### config.mk
export PLATFORM = sky130hd
export DESIGN_NAME = lftt_tunit
export DESIGN_NICKNAME = d
export VERILOG_FILES = /design/src/rtl/lftt_pkg.sv /design/src/rtl/lftt_tunit.sv
export SDC_FILE = /design/constraint.sdc
export NUM_CORES = 1
export LEC_CHECK = 0
export ABC_AREA = 1
export ABC_CLOCK_PERIOD_IN_PS = 2780
export BUFFER_PORTS_ARGS = -buffer_cell sky130_fd_sc_hd__buf_4
export CAP_MARGIN = 20
export CORE_MARGIN = 1.5
export CORE_UTILIZATION = 48
export DETAILED_ROUTE_END_ITERATION = 8
export PLACE_DENSITY = 0.76
export SLEW_MARGIN = 20
export SYNTH_ARGS = -nofsm -noshare
export SYNTH_HDL_FRONTEND = slang
export SYNTH_SLANG_ARGS = --single-unit
### constraint.sdc
create_clock -name vclk -period 2.78
set_input_delay 0.417 -clock vclk [all_inputs]
set_output_delay 0.417 -clock vclk [all_outputs]
set_load 0.01 [all_outputs]
### src/rtl/lftt_pkg.sv
// Shared types and constants for the login failure throttle table.
// No dependencies; imported by lftt_tunit and the top level.
`default_nettype none
package lftt_pkg;

  // Request kinds
  localparam logic [1:0] REQ_FAIL  = 2'd0;
  localparam logic [1:0] REQ_CHECK = 2'd1;
  localparam logic [1:0] REQ_PURGE = 2'd2;

  // Configuration register indexes
  localparam logic [1:0] CFG_LIMIT  = 2'd0;
  localparam logic [1:0] CFG_RETRY  = 2'd1;
  localparam logic [1:0] CFG_CAP    = 2'd2;
  localparam logic [1:0] CFG_WINDOW = 2'd3;

  localparam logic [4:0]  LIMIT_RST  = 5'd5;
  localparam logic [31:0] RETRY_RST  = 32'd1000;
  localparam logic [31:0] CAP_RST    = 32'd60000;
  localparam logic [31:0] WINDOW_RST = 32'd300000;

  localparam int KEY_W   = 64;
  localparam int CLASS_W = 2;
  localparam int TNOW_W  = 48;
  localparam int LIVE_W  = 7;

  typedef enum logic [1:0] {
    TU_ADD_SAT,
    TU_SUB
  } tu_op_t;

  typedef enum logic [4:0] {
    S_IDLE,
    S_SRCH,
    S_ALLOC,
    S_LOAD,
    S_LOAD2,
    S_CHK,
    S_EDGE,
    S_DRD,
    S_DCMP,
    S_APP,
    S_SN1,
    S_SN2,
    S_SN3,
    S_WB,
    S_PNXT,
    S_PFIN,
    S_DONE
  } state_t;

endpackage
`default_nettype wire

### src/rtl/lftt_tunit.sv
// Shared time arithmetic unit: saturating add or subtract with borrow.
// Depends on lftt_pkg.
`default_nettype none
module lftt_tunit import lftt_pkg::*; #(
  parameter int TW = 48
) (
  input  wire tu_op_t                       op,
  input  wire logic [((TW > 32) ? TW : 32)-1:0] a,
  input  wire logic [((TW > 32) ? TW : 32)-1:0] b,
  output logic [TW-1:0]                     res,
  output logic                              lt
);
  localparam int UW = (TW > 32) ? TW : 32;
  localparam logic [UW:0] TMAX = ((UW+1)'(1) << TW) - (UW+1)'(1);

  logic [UW:0] sum;
  logic [UW:0] diff;

  always_comb begin
    sum  = {1'b0, a} + {1'b0, b};
    diff = {1'b0, a} - {1'b0, b};
    lt   = diff[UW];
    case (op)
      TU_ADD_SAT: res = (sum > TMAX) ? {TW{1'b1}} : sum[TW-1:0];
      TU_SUB:     res = diff[TW-1:0];
      default:    res = diff[TW-1:0];
    endcase
  end
endmodule
`default_nettype wire

==> run metrics, run 1 <==
status=did not finish; failing step=global routing; Halt Reason=[ERROR GRT-0232] Routing congestion too high. Check the congestion heatmap in the GUI.; Yosys warning total=0; synthesized area per cell=4.674 um2; Hold Buf Count CTS=0; Initial Utilization=49.49%; grt ovf=393; GRT Overall Usage=78.38%; Synth Instances=~1900; post-DP HPWL=40.21 mm; Cell Area, Synth=9012 um2; Final GP Congestion=1.104; die width=~140 um; Worst EP Category=top-level output; row cnt=49; register area share after synthesis=0%; Worst endpoint, post-GRT repair=res[21]; Port Buffers=~150; largest net degree at the start of global routing=between 40 and 50; IO Pins=147; Cells after DPL=between 2000 and 3000; Die Height=140.0 um; Synth cell types=30; Synthesized Nets=2124
[cell usage after synthesis, drive strengths merged]
master  instances  share of area, %
and2            2              0.14
nor4            6              0.42
nor3           13              0.72
a21oi         102               5.7
inv           436                18
nand2         707                29
nor2          189               7.9
o21bai         18               1.5
or2            14              0.97
clkbuf         20               1.0
nand3b          4              0.33
nand4          23               1.6
nand3         178                11
o21ai          76               4.3
buf            32               2.2
fa              2              0.44
o211ai          6              0.50
a21o            1             0.083
xor2            3              0.29
ha             96                13
[kinds of logic after synthesis]
| logic type | Yosys count | share of synthesized area (%) |
|---|---|---|
| AND/OR/NAND/NOR | 1136 | 52.46 |
| adder cells (fa/ha/maj) | 98 | 13.77 |
| buffers and inverters | 488 | 21.34 |
| AO/OA/AOI/OAI | 203 | 12.13 |
| XOR/XNOR | 3 | 0.2916 |
[repair_timing]
action | in CTS
cloned | 1
buffers inserted | 28
pin swaps | 47
endpoints found under the setup margin | 49
resized for setup | 313
[per-layer routing]
layer / overflow / GRT usage (%)
met1: 4 / 76.00
met2: 249 / 99.61
met3: 1 / 60.17
met4: 139 / 81.27
met5: 0 / 24.56
[stage by stage]
| step | utilization [%] | worst slack [ns] | instance area, um2 |
|---|---|---|---|
| 4_1_cts | 77.34 | -0.02750 | 14080 |
| 2_1_floorplan | - | 0.3518 | 9012 |
| 3_5_place_dp | 69.35 | -0.3755 | 12630 |
| 3_3_place_gp | 69.35 | -0.3123 | 12630 |
==> inputs of run 2 (changes only) <==
- CORE_UTILIZATION: 48 -> 33
- PLACE_DENSITY: 0.76 -> not set
- PLACE_DENSITY_LB_ADDON: not set -> 0.15
==> run metrics, run 2 <==
status=finished, violations left; failing checks=negative setup slack; setup TNS=-1.396 ns; most frequent cells in the layout=nand2_1, buf_4, inv_1; register area=0 um2; VDD IR-drop max=0.0001399 V; Crit path arrival time=2.46 ns; Synth top cells by count=nand2_1, inv_1, nor2_1; post-DP HPWL=42.40 mm (+5.5%); post-route setup slack=-0.09643 ns; Die Height=168.3 um (+20%); Detail Route Antenna Nets=0; critical path peak fanout=5; Routed WL=50.99 mm; largest net degree at the start of global routing=36; Synth area leaders=nand2_1, inv_1, ha_1; Final Setup Violations=44; critical path type=in -> out; worst slew pin tran=0.6528 ns; Synth Instances=1928 (unchanged); RSZ-0062 raised after global routing=yes; die width=168.3 um (+20%); register area share after synthesis=0% (unchanged); Cells after DPL=2716 (+5.3%); commonest non-fill, non-tap cell in the layout=nand2_1; post-synthesis mux area share=0% (unchanged); Final Max Tran Viols=0; worst hold path type=in -> out; grt ovf=0; Fmax=347.7 MHz; Post-Layout Cell Count=2760; via count=13890; dpl cell area=12920 um2 (+2.3%); DRC errors left=0; main combinational cell family by area after synthesis=simple AND/OR/NAND/NOR gates; WL/cell=between 15 and 20 um; Synth Area in Adders=13.77% (unchanged); vias in the first global route=around 13000; share of cells above drive strength 1=44.65%; Compound-Gate Fraction of Synth Area=12.13% (unchanged); Final period util=103.5%; final-layout fill cell count=2719; Final GP Congestion=0.9897 (-10%); Yosys warning total=0 (unchanged); row cnt=60 (+22%); Post-Synth XOR/XNOR Area=0.2915% (unchanged); clk_buf instances=0; Yosys top cell by area=nand2_1; Crit. End Element=primary output; Initial Utilization=33.53% (-16 points); GRT Overall Usage=33.56%; Port Buffers=147 (unchanged); Critical Path RT=2.36 ns; Final Critical Period=2.876 ns; Synth cell types=30 (unchanged); first-pass GRT wire length=71.95 mm; simple-gate share of the synthesized area=52.46% (unchanged); Final Net Count=2617; Area growth, synth to finish=79.55%; initial drt markers=1092; MaxCap Viol Count=0; Synthesized Nets=2124 (unchanged); IO Pins=147 (unchanged); DR vias/cell=5.031; synthesized area per cell=4.674 um2 (unchanged); Pwr Density=247.3 nW/um2; core box area=26880 um2; top-area cell type share of the netlist area=29.45% (unchanged); Seq Cell Count=0; CP Launch Type=input port; post-route cell area=16180 um2; count leader, synth=nand2_1; Worst slew margin=a little under three fifths; First-pass DRT Iterations=5; Cell Area, Synth=9012 um2 (unchanged); multi-input logic area=roughly 9600 um2; die footprint=approximately 28000 um2; initial antenna violation count=0; Final Hold Viols=0; Static Leak=8.926 nW; ant diodes=0
## run 2: cell counts after synthesis
No cell type changed its count.
## run 2: final timing paths
check | startpoint | endpoint | cells past startpoint
worst max-delay path | b[0] | res[34] | 16
worst min-delay path | b[0] | res[0] | 4
## run 2: layout make-up
cell class / instances / area share (%)
Inverter: 436 / 10.14
Timing Repair Buffer: 543 / 27.71
Multi-Input combinational cell: 1440 / 59.51
Tap cell: 341 / 2.637
## run 2: kinds of logic after synthesis
| group | Yosys count |
|---|---|
| AOI/OAI and AO/OA | 203 |
| xor gates and xnor gates | 3 |
| adders and majority gates | 98 |
| buffers and inverters | 488 |
| and+or+nand+nor | 1136 |
## run 2: power by group
group          switching [mW]  internal (mW)  leakage [nW]
logic                    2.22           1.78          8.93
registers                   0              0             0
clock network               0              0             0
total                    2.22           1.78          8.93
## run 2: metal layers
| layer | GRT usage, % | vias up | wire length [um] |
|---|---|---|---|
| met5 | 0 | - | 0 |
| met4 | 10.44 | 0 | 1681 |
| met3 | 1.928 | 60 | 3675 |
| met2 | 52.41 | 527 | 22270 |
| met1 | 49.00 | 6454 | 23360 |
| li1 | - | 6845 | - |
## run 2: repair_timing
| action | CTS | global route |
|---|---|---|
| pin swaps | 40 | 113 |
| hold buffers | 0 | 0 |
| gates cloned | 2 | 3 |
| buffers inserted | 24 | 18 |
| gates resized for setup | 303 | 447 |
| setup endpoints to repair | 49 | 49 |
## run 2: critical path, stage by stage
cell and delay (ns):
buf_6 0.09, ha_4 0.13, inv_2 0.04, fa_2 0.35, inv_2 0.10, nand2_2 0.07, nand2_2 0.11, nand2_2 0.09
nand2_4 0.10, nand2_4 0.07, a21oi_4 0.19, o21ai_4 0.10, buf_6 0.17, clkbuf_16 0.17, nand3_4 0.11, buf_4 0.13
## run 2: metrics by stage
stage / setup WS [ns] / hold slack, ns / total power [mW] / utilization (%)
after global routing: -0.1595 / 1.222 / 4.260 / 60.21
after floorplan: 0.3518 / 1.008 / 1.445 / -
after global placement: -0.4906 / 1.202 / 2.993 / 48.07
final: -0.09643 / 1.212 / 4.001 / 60.21
after CTS: -0.01278 / 1.249 / 3.389 / 53.59
after detailed placement: -0.4849 / 1.204 / 3.003 / 48.07
(Power assumes the default switching activity.)
